--- src/hw/rtl/itaf_pkg.sv ---
// Package for the integer to ASCII formatter: codes, constants, stage type and helpers.
`default_nettype none

package itaf_pkg;

    // Operand and digit geometry.
    localparam int VAL_W        = 32;
    localparam int DEC_DIGITS   = 10;
    localparam int BCD_W        = 4 * DEC_DIGITS;
    localparam int MAX_DIGITS   = 11;
    localparam int BITS_PER_STG = 4;
    localparam int DAB_STAGES   = VAL_W / BITS_PER_STG;
    localparam int NSTAGE       = DAB_STAGES + 1;

    // Format selector codes.
    localparam logic [2:0] REQ_CHAR = 3'd0;
    localparam logic [2:0] REQ_SDEC = 3'd1;
    localparam logic [2:0] REQ_UDEC = 3'd2;
    localparam logic [2:0] REQ_OCT  = 3'd3;
    localparam logic [2:0] REQ_HEX  = 3'd4;

    // ASCII characters used around the digits.
    localparam logic [7:0] CH_ZERO  = 8'h30;
    localparam logic [7:0] CH_X     = 8'h78;
    localparam logic [7:0] CH_MINUS = 8'h2D;
    localparam logic [7:0] CH_SPACE = 8'h20;

    // One pipeline stage of the conversion.
    typedef struct packed {
        logic [2:0]       kind;
        logic             neg;
        logic [VAL_W-1:0] mag;
        logic [VAL_W-1:0] sh;
        logic [BCD_W-1:0] bcd;
    } itaf_stage_t;

    // Digit value to uppercase ASCII.
    function automatic logic [7:0] hex_char(input logic [3:0] d);
        logic [7:0] c;
        if (d < 4'd10) begin
            c = CH_ZERO + {4'd0, d};
        end else begin
            c = 8'h41 + {4'd0, d - 4'd10};
        end
        return c;
    endfunction

    // Four shift-and-add-3 steps of binary to BCD conversion.
    function automatic itaf_stage_t dabble4(input itaf_stage_t s);
        itaf_stage_t r;
        logic [BCD_W-1:0] b;
        logic [VAL_W-1:0] h;
        r = s;
        b = s.bcd;
        h = s.sh;
        for (int step = 0; step < BITS_PER_STG; step++) begin
            for (int d = 0; d < DEC_DIGITS; d++) begin
                if (b[4*d +: 4] >= 4'd5) begin
                    b[4*d +: 4] = b[4*d +: 4] + 4'd3;
                end
            end
            b = {b[BCD_W-2:0], h[VAL_W-1]};
            h = {h[VAL_W-2:0], 1'b0};
        end
        r.bcd = b;
        r.sh  = h;
        return r;
    endfunction

endpackage

`default_nettype wire

--- src/hw/rtl/integer_to_ascii_formatter_top.sv ---
// Top level of the integer to ASCII formatter: conversion pipeline and character emitter.
//
// Usage:
// A request enters on the s_ channel with the operand in s_tdata and the format
// selector in s_tuser (0 character, 1 signed decimal, 2 unsigned decimal,
// 3 octal, 4 hex). Selector codes 5 to 7 are taken and dropped without output.
// Each request yields a run of ASCII characters on the m_ channel, one per
// request there, with m_tlast on the final character of the run.
// Path: a request passes the input register and eight binary-to-BCD stages of
// four bits each, then the emitter load, before its first character is offered,
// when the emitter is free.
// Throughput: the emitter sends one character per cycle while m_tready is high.
// A run is 1 character long for character mode, up to 12 for decimal, 13 for
// octal and 11 for hex. The pipeline takes a request in every cycle until its
// stages fill behind a busy emitter.
// Stall: while m_tready is low the current character holds and the pipeline
// stages fill in turn; s_tready drops only when all of them hold a request.
// Reset: aresetn low at a clock edge empties every stage and the emitter.
`default_nettype none

module integer_to_ascii_formatter_top
    import itaf_pkg::*;
(
    input  wire logic             aclk,
    input  wire logic             aresetn,
    input  wire logic             s_tvalid,
    output logic                  s_tready,
    input  wire logic [VAL_W-1:0] s_tdata,   // [31:0] value
    input  wire logic [2:0]       s_tuser,   // [2:0] req_type
    output logic                  m_tvalid,
    input  wire logic             m_tready,
    output logic [7:0]            m_tdata,   // [7:0] ascii_char
    output logic                  m_tlast    // last
);

    // Pipeline registers.
    itaf_stage_t       st_reg  [NSTAGE];
    itaf_stage_t       st_next [NSTAGE];
    logic [NSTAGE-1:0] vld_reg;
    logic [NSTAGE-1:0] vld_next;
    logic [NSTAGE:0]   rdy;

    // Emitter registers.
    logic             busy_reg, busy_next;
    logic [3:0]       pos_reg, pos_next;
    logic [3:0]       len_reg, len_next;
    logic [1:0]       npre_reg, npre_next;
    logic [3:0]       ndig_reg, ndig_next;
    logic [3:0]       dig_reg  [MAX_DIGITS];
    logic [3:0]       dig_next [MAX_DIGITS];
    logic [2:0]       kind_reg, kind_next;
    logic [7:0]       byte_reg, byte_next;

    logic             load_ok;
    logic             last_w;
    logic             neg_in;
    logic [VAL_W-1:0] mag_in;
    logic [3:0]       dig_idx;
    itaf_stage_t      tail;

    assign tail = st_reg[NSTAGE-1];

    // Signed decimal takes the magnitude of a negative operand.
    assign neg_in = (s_tuser == REQ_SDEC) && s_tdata[VAL_W-1];
    assign mag_in = neg_in ? (~s_tdata + {{(VAL_W-1){1'b0}}, 1'b1}) : s_tdata;

    // Stall chain: a stage advances when it is empty or the next one advances.
    always_comb begin
        rdy[NSTAGE] = load_ok;
        for (int k = NSTAGE - 1; k >= 0; k--) begin
            rdy[k] = !vld_reg[k] || rdy[k+1];
        end
    end

    assign s_tready = rdy[0];

    // Next values of the pipeline stages.
    always_comb begin
        vld_next[0]        = rdy[0] ? (s_tvalid && (s_tuser <= REQ_HEX)) : vld_reg[0];
        st_next[0]         = st_reg[0];
        if (rdy[0]) begin
            st_next[0].kind = s_tuser;
            st_next[0].neg  = neg_in;
            st_next[0].mag  = mag_in;
            st_next[0].sh   = mag_in;
            st_next[0].bcd  = '0;
        end
        for (int k = 1; k < NSTAGE; k++) begin
            vld_next[k] = rdy[k] ? vld_reg[k-1] : vld_reg[k];
            st_next[k]  = rdy[k] ? dabble4(st_reg[k-1]) : st_reg[k];
        end
    end

    always_ff @(posedge aclk) begin
        if (!aresetn) begin
            vld_reg <= '0;
        end else begin
            vld_reg <= vld_next;
        end
    end

    always_ff @(posedge aclk) begin
        for (int k = 0; k < NSTAGE; k++) begin
            st_reg[k] <= st_next[k];
        end
    end

    // Output character selection from the emitter registers.
    assign last_w  = (pos_reg == len_reg - 4'd1);
    assign dig_idx = {2'b00, npre_reg} + ndig_reg - 4'd1 - pos_reg;

    always_comb begin
        if (kind_reg == REQ_CHAR) begin
            m_tdata = byte_reg;
        end else if (pos_reg < {2'b00, npre_reg}) begin
            if (pos_reg == 4'd0) begin
                m_tdata = (kind_reg == REQ_SDEC) ? CH_MINUS : CH_ZERO;
            end else begin
                m_tdata = CH_X;
            end
        end else if (last_w) begin
            m_tdata = CH_SPACE;
        end else if (dig_idx < 4'(MAX_DIGITS)) begin
            m_tdata = hex_char(dig_reg[dig_idx]);
        end else begin
            m_tdata = CH_ZERO;
        end
    end

    assign m_tvalid = busy_reg;
    assign m_tlast  = last_w;
    assign load_ok  = !busy_reg || (m_tready && last_w);

    // Emitter load: digit layout, significant digit count and run length.
    always_comb begin
        busy_next = busy_reg;
        pos_next  = pos_reg;
        len_next  = len_reg;
        npre_next = npre_reg;
        ndig_next = ndig_reg;
        kind_next = kind_reg;
        byte_next = byte_reg;
        for (int i = 0; i < MAX_DIGITS; i++) begin
            dig_next[i] = dig_reg[i];
        end

        if (load_ok) begin
            busy_next = vld_reg[NSTAGE-1];
            pos_next  = 4'd0;
            kind_next = tail.kind;
            byte_next = tail.mag[7:0];
            for (int i = 0; i < MAX_DIGITS; i++) begin
                dig_next[i] = 4'd0;
            end
            case (tail.kind)
                REQ_OCT: begin
                    for (int i = 0; i < MAX_DIGITS - 1; i++) begin
                        dig_next[i] = {1'b0, tail.mag[3*i +: 3]};
                    end
                    dig_next[MAX_DIGITS-1] = {2'b00, tail.mag[VAL_W-1 -: 2]};
                end
                REQ_HEX: begin
                    for (int i = 0; i < VAL_W / 4; i++) begin
                        dig_next[i] = tail.mag[4*i +: 4];
                    end
                end
                default: begin
                    for (int i = 0; i < DEC_DIGITS; i++) begin
                        dig_next[i] = tail.bcd[4*i +: 4];
                    end
                end
            endcase
            ndig_next = 4'd1;
            for (int i = 1; i < MAX_DIGITS; i++) begin
                if (dig_next[i] != 4'd0) begin
                    ndig_next = 4'(i + 1);
                end
            end
            case (tail.kind)
                REQ_SDEC: npre_next = tail.neg ? 2'd1 : 2'd0;
                REQ_OCT:  npre_next = 2'd1;
                REQ_HEX:  npre_next = 2'd2;
                default:  npre_next = 2'd0;
            endcase
            if (tail.kind == REQ_CHAR) begin
                len_next = 4'd1;
            end else begin
                len_next = {2'b00, npre_next} + ndig_next + 4'd1;
            end
        end else if (m_tready) begin
            pos_next = pos_reg + 4'd1;
        end
    end

    always_ff @(posedge aclk) begin
        if (!aresetn) begin
            busy_reg <= 1'b0;
            pos_reg  <= 4'd0;
        end else begin
            busy_reg <= busy_next;
            pos_reg  <= pos_next;
        end
    end

    always_ff @(posedge aclk) begin
        len_reg  <= len_next;
        npre_reg <= npre_next;
        ndig_reg <= ndig_next;
        kind_reg <= kind_next;
        byte_reg <= byte_next;
        for (int i = 0; i < MAX_DIGITS; i++) begin
            dig_reg[i] <= dig_next[i];
        end
    end

endmodule

`default_nettype wire

--- config.mk ---
export PLATFORM = sky130hd
export DESIGN_NAME = integer_to_ascii_formatter_top
export DESIGN_NICKNAME = d
export VERILOG_FILES = /design/src/hw/rtl/itaf_pkg.sv /design/src/hw/rtl/integer_to_ascii_formatter_top.sv
export SDC_FILE = /design/constraint.sdc
export NUM_CORES = 1
export LEC_CHECK = 0
export ABC_AREA = 1
export ABC_CLOCK_PERIOD_IN_PS = 15700
export BUFFER_PORTS_ARGS = -buffer_cell sky130_fd_sc_hd__buf_4
export CAP_MARGIN = 20
export CORE_UTILIZATION = 65
export CTS_BUF_LIST = sky130_fd_sc_hd__clkbuf_4 sky130_fd_sc_hd__clkbuf_8
export CTS_CLUSTER_DIAMETER = 40
export CTS_CLUSTER_SIZE = 16
export DETAILED_ROUTE_END_ITERATION = 10
export HOLD_SLACK_MARGIN = 0.12
export PLACE_DENSITY = 0.82
export SKIP_LAST_GASP = 1
export SLEW_MARGIN = 10
export SYNTH_ARGS = -nofsm -noshare
export SYNTH_HDL_FRONTEND = slang
export SYNTH_SLANG_ARGS = --single-unit
--- constraint.sdc ---
create_clock -name aclk -period 15.7 [get_ports aclk]
set_clock_uncertainty 0.15 [all_clocks]
set_input_delay 2.355 -clock aclk [delete_from_list [all_inputs] [get_ports aclk]]
set_output_delay 2.355 -clock aclk [all_outputs]
set_load 0.02 [all_outputs]
**Word level (Yosys, flattened, before mapping)**

Memory sizes are Yosys's and may differ from the RTL's.
Cells that the tools add are included.

- Add/subtract/negate cells: 331
- Magnitude comparators: 324
- Equal/unequal tests: 7
- Multiplexer cells: 358
- Bitwise operators: 2
- Reduce and logical (&&, ||, !) cells: 37

Operator list:

| cell | number |
|---|---|
| greater-or-equal comparator 4 x 3 -> 1 bit, second input constant | 320 |
| two-way mux 4 bit | 299 |
| adder 4 x 2 -> 4 bit, second input constant | 288 |
| two-way mux 108 bit | 9 |
| adder 3 x 2 -> 3 bit, second input constant | 32 |
| two-way mux 3 bit | 32 |
| two-way mux 32 bit | 2 |
| case mux 32 bit (2 select lines) | 1 |
| two-way mux 8 bit | 6 |
| two-way mux 44 bit | 1 |
| nonzero test 4 bit | 10 |
| adder 32 x 1 -> 32 bit, second input constant | 1 |
| NOT 32 bit | 1 |
| case mux 8 bit (2 select lines) | 1 |
| zero test 1 bit | 10 |
| logical OR 1 bit | 10 |
| equality test 3 x 1 -> 1 bit, second input constant | 3 |
| adder 2 x 4 -> 4 bit | 2 |
| adder 4 x 1 -> 4 bit, second input constant | 2 |
| adder 7 x 4 -> 8 bit, first input constant | 1 |
| less-than comparator 4 bit, second input constant | 2 |
| subtractor 4 x 1 -> 4 bit, second input constant | 2 |
| adder 6 x 4 -> 7 bit, first input constant | 1 |
| two-way mux 7 bit | 1 |
| other kinds (17) | 22 |

- Register bits after elaboration: 35
- RAM bits: 1016
- Input port bits: 39
- Output and inout bits: 11
- Word-level logic and storage cells: 1077
- Memories kept: 2

Memories:

| memory | words | bits a word | read ports | clocked after memory_dff | write ports | RTL line | source |
|---|---|---|---|---|---|---|---|
| st_reg | 9 | 108 | 9 | 0 | 9 | integer_to_ascii_formatter_top.sv:37 | `itaf_stage_t st_reg [NSTAGE];` |
| dig_reg | 11 | 4 | 1 | 0 | 11 | integer_to_ascii_formatter_top.sv:49 | `logic [3:0] dig_reg [MAX_DIGITS];` |

**Depth between registers and ports, before layout**

Gate-level depths: netlist (run 1).

- Word-level depth: 19
- Depth in mapped cells: 31
- Gate-level depth less buffers: 31

**Worst setup path after synthesis (run 1)**

No wires, ideal clock.

- Kind: input to output
- Start point: in m_tready
- End point: out s_tready
- Arrival: 6.763 ns
- Data required time: 13.195 ns
- Setup slack: 6.432 ns
- Stages on the path: 6
- Path buffers: 0
- Cell sequence: nand2_1 > nand4_2 > nor2_4 > nand3_2 > nor2_4 > nand4_1

- Cells in the longest elaborated chain, start to end: 11

Ends and longest elaborated chain:

| element | RTL line | source |
|---|---|---|
| start, declared | integer_to_ascii_formatter_top.sv:31 | `input wire logic m_tready,` |
| logical AND 1 bit | integer_to_ascii_formatter_top.sv:132 | `assign load_ok = !busy_reg \|\| (m_tready && last_w);` |
| logical OR 1 bit | integer_to_ascii_formatter_top.sv:132 |  |
| logical OR 1 bit (2 in a row) | integer_to_ascii_formatter_top.sv:71 | `rdy[k] = !vld_reg[k] \|\| rdy[k+1];` |
| net rdy[7] | integer_to_ascii_formatter_top.sv:41 | `logic [NSTAGE:0] rdy;` |
| logical OR 1 bit (3 in a row) | integer_to_ascii_formatter_top.sv:71 |  |
| net rdy[4] | integer_to_ascii_formatter_top.sv:41 |  |
| logical OR 1 bit (4 in a row) | integer_to_ascii_formatter_top.sv:71 |  |
| end, declared | integer_to_ascii_formatter_top.sv:27 | `output logic s_tready,` |

The timed path passes the listed nets, and every way through them passes these cells.

**Worst setup path after layout (run 1)**

- Start point: reg npre_reg[1]
- End point: out m_tdata[4]

- Cells in the longest elaborated chain, start to end: 11
- Elaborated cells on any way between the ends: 15
- Those cells by class: add/sub: 6; order compare: 3; mux: 5; memory: 1

Ends and longest elaborated chain:

| element | RTL line | source |
|---|---|---|
| start, declared | integer_to_ascii_formatter_top.sv:47 | `logic [1:0] npre_reg, npre_next;` |
| start signal, assigned | integer_to_ascii_formatter_top.sv:207 | `npre_reg <= npre_next;` |
| adder 2 x 4 -> 4 bit | integer_to_ascii_formatter_top.sv:110 | `assign dig_idx = {2'b00, npre_reg} + ndig_reg - 4'd1 - pos_reg;` |
| subtractor 4 x 1 -> 4 bit | integer_to_ascii_formatter_top.sv:110 |  |
| subtractor 4 bit | integer_to_ascii_formatter_top.sv:110 |  |
| memory (11 x 4 bit) | -- |  |
| subtractor 4 bit | itaf_pkg.sv:43 | `c = 8'h41 + {4'd0, d - 4'd10};` |
| adder 7 x 4 -> 8 bit | itaf_pkg.sv:43 |  |
| two-way mux 8 bit | itaf_pkg.sv:40 | `if (d < 4'd10) begin` |
| two-way mux 8 bit | integer_to_ascii_formatter_top.sv:123 | `end else if (dig_idx < 4'(MAX_DIGITS)) begin` |
| two-way mux 8 bit | integer_to_ascii_formatter_top.sv:121 | `end else if (last_w) begin` |
| two-way mux 8 bit * | integer_to_ascii_formatter_top.sv:115 | `end else if (pos_reg < {2'b00, npre_reg}) begin` |
| two-way mux 8 bit * | integer_to_ascii_formatter_top.sv:113 | `if (kind_reg == REQ_CHAR) begin` |
| end, declared | integer_to_ascii_formatter_top.sv:32 | `output logic [7:0] m_tdata,` |

Mark *: on every way between the ends. The rest lies on a longest branch, timed or not.

==> results.txt, run 1 <==
status -> finished, final reports clean
Post-synth EDFFs -> 564
most common cell in the netlist -> nand2_1
Clock Tree Buf Depth -> 3
Yosys warnings -> 0
Port-buffer cells -> 49
post-layout min period -> 6.87 ns
postcts setup bufs -> 0
CP Max Fanout -> 7
die width -> 242 um
worst skew pair latency -> 0.70 ns
num rows -> 87
cells on worst reg2reg path -> 25
Seq/Total Area, Yosys -> 45.8%
core area -> 56700 um^2
Yosys cell types -> 63
Worst Setup Path Type -> reg -> out
post-route core utilization -> 72.2%
Syn Inst Count -> 4402
share of layout cells above drive strength 1 -> 10.8%
Via Count -> 27836
Worst Hold Depth -> 0
ANT nets after route -> 0
placed inst area -> 38900 um^2
Slew HR -> 33.7%
synthesis-stage register bit count -> 578
CTS tree -> done
RePlAce Congestion -> 0.897
initial antenna violation count -> 0
Syn Area/Cell -> 8.54 um^2
DRC -> 0
1st-iter DRT viols -> 1574
Final setup violation count -> 0
commonest cells in the synthesized netlist -> nand2_1, inv_1, edfxtp_1
final wirelength -> 66.1 mm
max_cap viols -> 0
Root Buffer Master -> clkbuf_8
fin area -> 41000 um^2
clk slew on worst S/H paths -> 0.08 ns
Initial Utilization -> 66.3%
Resized cells post-CTS -> 0
H-tree levels -> 3
critical path data required time -> 13.20 ns
number of detailed-route iterations in the first pass -> 5
Critical Path Start Type -> flip-flop
largest net degree at the start of global routing -> 77
worst min-delay path class -> reg -> reg
top cells by area, synth -> edfxtp_1, nand2_1, ha_1, inv_1, nand3_1
average wire per standard cell -> 12.3 um
fraction of registers with async set/reset -> 0%
critical path endpoint category -> primary output
WP data arrival -> 4.36 ns
f_max -> 146 MHz
first-pass GRT wire length -> 114 mm
die area -> 58800 um^2
CTS buffer count -> 82
Post-Syn Nets -> 4721
area grow syn2layout -> 8.97%
nets@finish -> 4843
Yosys top cell by area -> edfxtp_1
Post-Syn Area -> 37600 um^2
measured slew at the worst slew-check pin -> 0.995 ns
top-area cell type share of the netlist area -> 45.1%
dpl hpwl -> 49.3 mm
Vias/cell -> 5.20
CTS hold repair buffers -> 0
# IOs -> 50
Slew Limit Fails -> 0
ys flop type -> edfxtp_1
CTS Sinks -> 578
total gr overflow -> 0
max FFs per register -> 501
die height -> 242 um
vias in the first global route -> 26230
final worst path period share -> 43.7%
RSZ-0062 raised after global routing -> no
endpoints failing hold -> 0
Total Routing Usage GR -> 22.8%
setup TNS -> 0 ns
[cells in the final DEF, fill, tap and decap left out, types with 45 or more instances in the layout]
cell and instances:
nand2_1 1151, inv_1 838, edfxtp_1 564, nand3_1 330
ha_1 276, nor2_1 227, o21ai_0 194, a21oi_1 114
xor2_1 96, nand2_2 85, clkbuf_8 84, nand4_1 60
buf_4 55, o21ai_2 49, o21ai_1 48, nand3_2 45
[layout make-up]
type	instances	area, um^2
Multi-Input combinational cell	2951	17100
Sequential cell	578	17200
Clock inverter	66	871
Antenna cell	1	2.50
Tap cell	756	946
Inverter	855	3210
Timing Repair Buffer	56	433
Fill cell	4106	15800
Clock buffer	87	1180
[cells by family after synthesis]
family | synth area share [%]
flip-flops | 45.8
multiplexers | 0.0566
AO/OA/AOI/OAI | 7.65
adder cells (fa/ha/maj) | 9.40
XOR/XNOR | 3.77
AND/OR/NAND/NOR | 24.5
buffers and inverters | 8.79
[final timing paths]
| check | startpoint | endpoint | slack (ns) |
|---|---|---|---|
| min | st_reg[0][313] | st_reg[0][421] | 0.25 |
| min reg2reg | st_reg[0][313] | st_reg[0][421] | 0.25 |
| max reg2reg | st_reg[0][676] | st_reg[0][791] | 11.07 |
| max | npre_reg[1] | m_tdata[4] | 8.83 |
[routing by layer]
layer	vias to the layer above	global-route usage (%)	part of all wire [%]
li1	14621	-	-
met1	12568	28.4	44
met2	540	41.1	50
met3	105	3.59	4.3
met4	2	6.27	1.9
met5	-	0	0.15
[through the flow]
stage / hold WS (ns) / std cells / setup slack, ns
floorplan: 0.250 / 4402 / 6.43
global placement: 0.251 / 5195 / 8.94
detailed placement: 0.255 / 5195 / 8.88
CTS: 0.250 / 5348 / 8.79
global route: 0.258 / 5349 / 8.40
finish: 0.253 / 5350 / 8.83
[worst max-delay path, cell delays in order (launching register included)]
cell      delay (ns)
edfxtp_1        0.39
inv_1           0.12
fa_1            0.42
inv_1           0.07
ha_1            0.15
inv_1           0.06
fa_1            0.40
xor2_1          0.19
xor2_1          0.44
inv_1           0.14
o211ai_1        0.12
nand2_1         0.08
inv_1           0.14
ha_1            0.18
xor2_1          0.22
nor2_1          0.08
a211oi_1        0.20
o21ai_0         0.10
buf_4           0.17
Power of run 1 is not shown: default switching activity piles up to over one toggle a cycle in this logic, so the estimate is an artifact.
==> run 2, diff against run 1 <==
--- a/config.mk
+++ b/config.mk
@@ -5,17 +5,17 @@
 export SDC_FILE = /design/constraint.sdc
 export NUM_CORES = 1
 export LEC_CHECK = 0
-export ABC_AREA = 1
-export ABC_CLOCK_PERIOD_IN_PS = 15700
+export ABC_AREA = 0
+export ABC_CLOCK_PERIOD_IN_PS = 5750
 export BUFFER_PORTS_ARGS = -buffer_cell sky130_fd_sc_hd__buf_4
 export CAP_MARGIN = 20
-export CORE_UTILIZATION = 65
+export CORE_UTILIZATION = 60
 export CTS_BUF_LIST = sky130_fd_sc_hd__clkbuf_4 sky130_fd_sc_hd__clkbuf_8
 export CTS_CLUSTER_DIAMETER = 40
 export CTS_CLUSTER_SIZE = 16
 export DETAILED_ROUTE_END_ITERATION = 10
 export HOLD_SLACK_MARGIN = 0.12
-export PLACE_DENSITY = 0.82
+export PLACE_DENSITY = 0.79
 export SKIP_LAST_GASP = 1
 export SLEW_MARGIN = 10
 export SYNTH_ARGS = -nofsm -noshare
==> constraint.sdc (replaced) <==
create_clock -name aclk -period 5.75 [get_ports aclk]
set_clock_uncertainty 0.15 [all_clocks]
set_input_delay 0.8625 -clock aclk [delete_from_list [all_inputs] [get_ports aclk]]
set_output_delay 0.8625 -clock aclk [all_outputs]
set_load 0.02 [all_outputs]
==> run 2 against run 1 <==
Compared with the run above:
- wire length down 1.8%
- sequential share of layout area increased by 0.60 points
- area after synthesis shrank 1.2%
- critical endpoint is now m_tdata[3]
- critical path depth down 3
- design area fell by 1.4%
- first-iteration DRC count fell by 14%
- synthesized cell count down 22%
==> results.txt, run 2 <==
Seq/Total Area, Yosys -> 46.4%
Yosys warnings -> 0
Clock Tree Buf Depth -> 3
num rows -> 90
setup TNS -> 0 ns
Final setup violation count -> 0
Resized cells post-CTS -> 0
number of detailed-route iterations in the first pass -> 7
core area -> 60700 um^2
ys flop type -> edfxtp_1
Slowest-stage cell, CP -> dfxtp_1
Synth Area in Compound Gates -> 17.1%
Yosys cell types -> 116
commonest cells in the synthesized netlist -> edfxtp_1, inv_1, ha_1
cells on worst reg2reg path -> 18
commonest non-fill, non-tap cell in the layout -> edfxtp_1
Slew HR -> 30.4%
mux contribution to synthesized area -> 7.38%
worst min-delay path class -> in -> reg
Yosys top cell by area -> edfxtp_1
Adder-Cell Fraction of Synth Area -> 9.52%
H-tree levels -> 3
WP data arrival -> 4.20 ns
synthesis-stage register bit count -> 578
Vias/cell -> 5.77
die height -> 251 um
dpl hpwl -> 48.0 mm
Initial Utilization -> 61.2%
hold path start -> s_tuser[2]
die width -> 251 um
Port-buffer cells -> 49
Post-Syn Nets -> 3743
Post-Synth XOR/XNOR Area -> 3.89%
Post-synth EDFFs -> 564
status -> finished, final reports clean
ANT nets after route -> 0
clk slew on worst S/H paths -> 0.10 ns
FF-to-FF setup slack -> 1.09 ns
fillers -> 4479
area grow syn2layout -> 8.77%
crit path cell chain -> fa_1, inv_1, ha_1, inv_1, fa_1, xor2_1, xnor2_1, nor2_1, a21oi_1, ha_1, a21oi_1, o21ai_0, nand3b_1, a21oi_1, buf_4
die area -> 62900 um^2
Root Buffer Master -> clkbuf_8
CP top delay family -> adder cells
largest net degree at the start of global routing -> 65
total gr overflow -> 0
most frequent cells in the layout -> edfxtp_1, inv_1, ha_1
postcts setup bufs -> 0
final worst path period share -> 90.6%
average wire per standard cell -> 14.8 um
worst skew pair latency -> 0.69 ns
post-layout min period -> 5.21 ns
CP Max Fanout -> 9
max_cap viols -> 0
Via Count -> 25355
most frequent CP cell -> a21oi_1
hold path endpoint -> st_reg[0][107]
Syn Inst Count -> 3424
Syn Area/Cell -> 10.8 um^2
max FFs per register -> 501
Register Area -> 17200 um^2
nets@finish -> 3860
Crit path largest cell delay -> 0.49 ns
worst hold slack -> 0.217 ns
Multi-input gate area -> 18500 um^2
fraction of registers with async set/reset -> 0%
critical path data required time -> 4.74 ns
first-pass GRT wire length -> 109 mm
vias in the first global route -> 23792
CTS hold repair buffers -> 0
f_max -> 192 MHz
Synth Area in Simple Gates -> 12.0%
Worst Hold Depth -> 1
endpoints failing hold -> 0
Post-Syn Area -> 37100 um^2
critical path buffer and inverter count -> 3
critical path endpoint category -> primary output
1st-iter DRT viols -> 1346
DRC -> 0
Worst Setup Path Type -> reg -> out
CTS buffer count -> 82
most common cell in the netlist -> edfxtp_1
RePlAce Congestion -> 0.855
initial antenna violation count -> 1
top-area cell type share of the netlist area -> 45.6%
Critical Path Start Type -> flip-flop
CP Depth -> 15
Slew Limit Fails -> 0
Worst R2R Start -> st_reg[0][208]
reg-to-reg endpoint -> st_reg[0][221]
final wirelength -> 64.9 mm
Total Routing Usage GR -> 20.7%
RSZ-0062 raised after global routing -> no
top cells by area, synth -> edfxtp_1, ha_1, mux2i_1, inv_1, a21oi_1
main combinational cell family by area after synthesis -> compound AO/OA/AOI/OAI gates
CTS tree -> done
measured slew at the worst slew-check pin -> 1.04 ns
CTS Sinks -> 578
share of layout cells above drive strength 1 -> 12.1%
# IOs -> 50
==> run 2: changes by cell type after synthesis, moves of 64 or more <==
| cell | before | now |
|---|---|---|
| nand2_1 | 1155 | 191 |
| inv_1 | 840 | 322 |
| nand3_1 | 331 | 46 |
| mux2i_1 | 1 | 158 |
| a21oi_1 | 114 | 228 |
| nand2b_1 | 0 | 109 |
| xnor2_1 | 21 | 111 |
| nand2_2 | 82 | 1 |
| mux2_2 | 1 | 75 |
| xor2_1 | 96 | 32 |
==> run 2: how the worst max path moves through the flow <==
stage	startpoint	endpoint	slack (ns)
floorplan	len_reg[0]	s_tready	1.32
global placement	npre_reg[1]	m_tdata[2]	1.27
detailed placement	st_reg[0][552]	st_reg[0][662]	1.17
CTS	pos_reg[1]	m_tdata[2]	0.51
global route	pos_reg[1]	m_tdata[2]	0.22
finish	pos_reg[1]	m_tdata[3]	0.54
==> run 2: layout make-up <==
cell class / instances / share of cell area [%]
tap: 782 / 2.42
antenna: 2 / 0.0124
timing repair buffer: 66 / 1.26
clock buffer: 93 / 3.05
multi-input combinational: 2484 / 45.8
inverter: 329 / 3.06
clock inverter: 59 / 1.72
sequential: 578 / 42.6
==> run 2: per-stage QoR <==
stage	util [%]	cells	instance area (um^2)	setup WS, ns
floorplan	-	3424	37100	1.32
global placement	63.3	4238	38400	1.27
detailed placement	63.3	4238	38400	1.17
CTS	66.5	4390	40300	0.507
global route	66.5	4393	40400	0.223
finish	66.5	4393	40400	0.542
==> run 2: metal layers <==
| layer | GRT usage (%) | share of wire, % | vias to the layer above | wire [um] |
|---|---|---|---|---|
| met5 | 0 | 0 | - | 0 |
| met4 | 6.13 | 2.2 | 0 | 1440 |
| met3 | 3.18 | 3.9 | 101 | 2500 |
| met2 | 36.5 | 49 | 412 | 32100 |
| met1 | 26.1 | 45 | 11826 | 28900 |
| li1 | - | - | 13016 | - |
==> run 2: cell families (layout without fill, tap and decap cells) <==
| family | after synthesis | count (layout) |
|---|---|---|
| muxes | 250 | 250 |
| xor gates and xnor gates | 154 | 154 |
| DFF | 578 | 578 |
| AOI/OAI and AO/OA | 944 | 944 |
| other | 0 | 2 |
| and+or+nand+nor | 856 | 856 |
| buffers and inverters | 362 | 547 |
| adders and majority gates | 280 | 280 |
Power of run 2 is left out for the same reason.
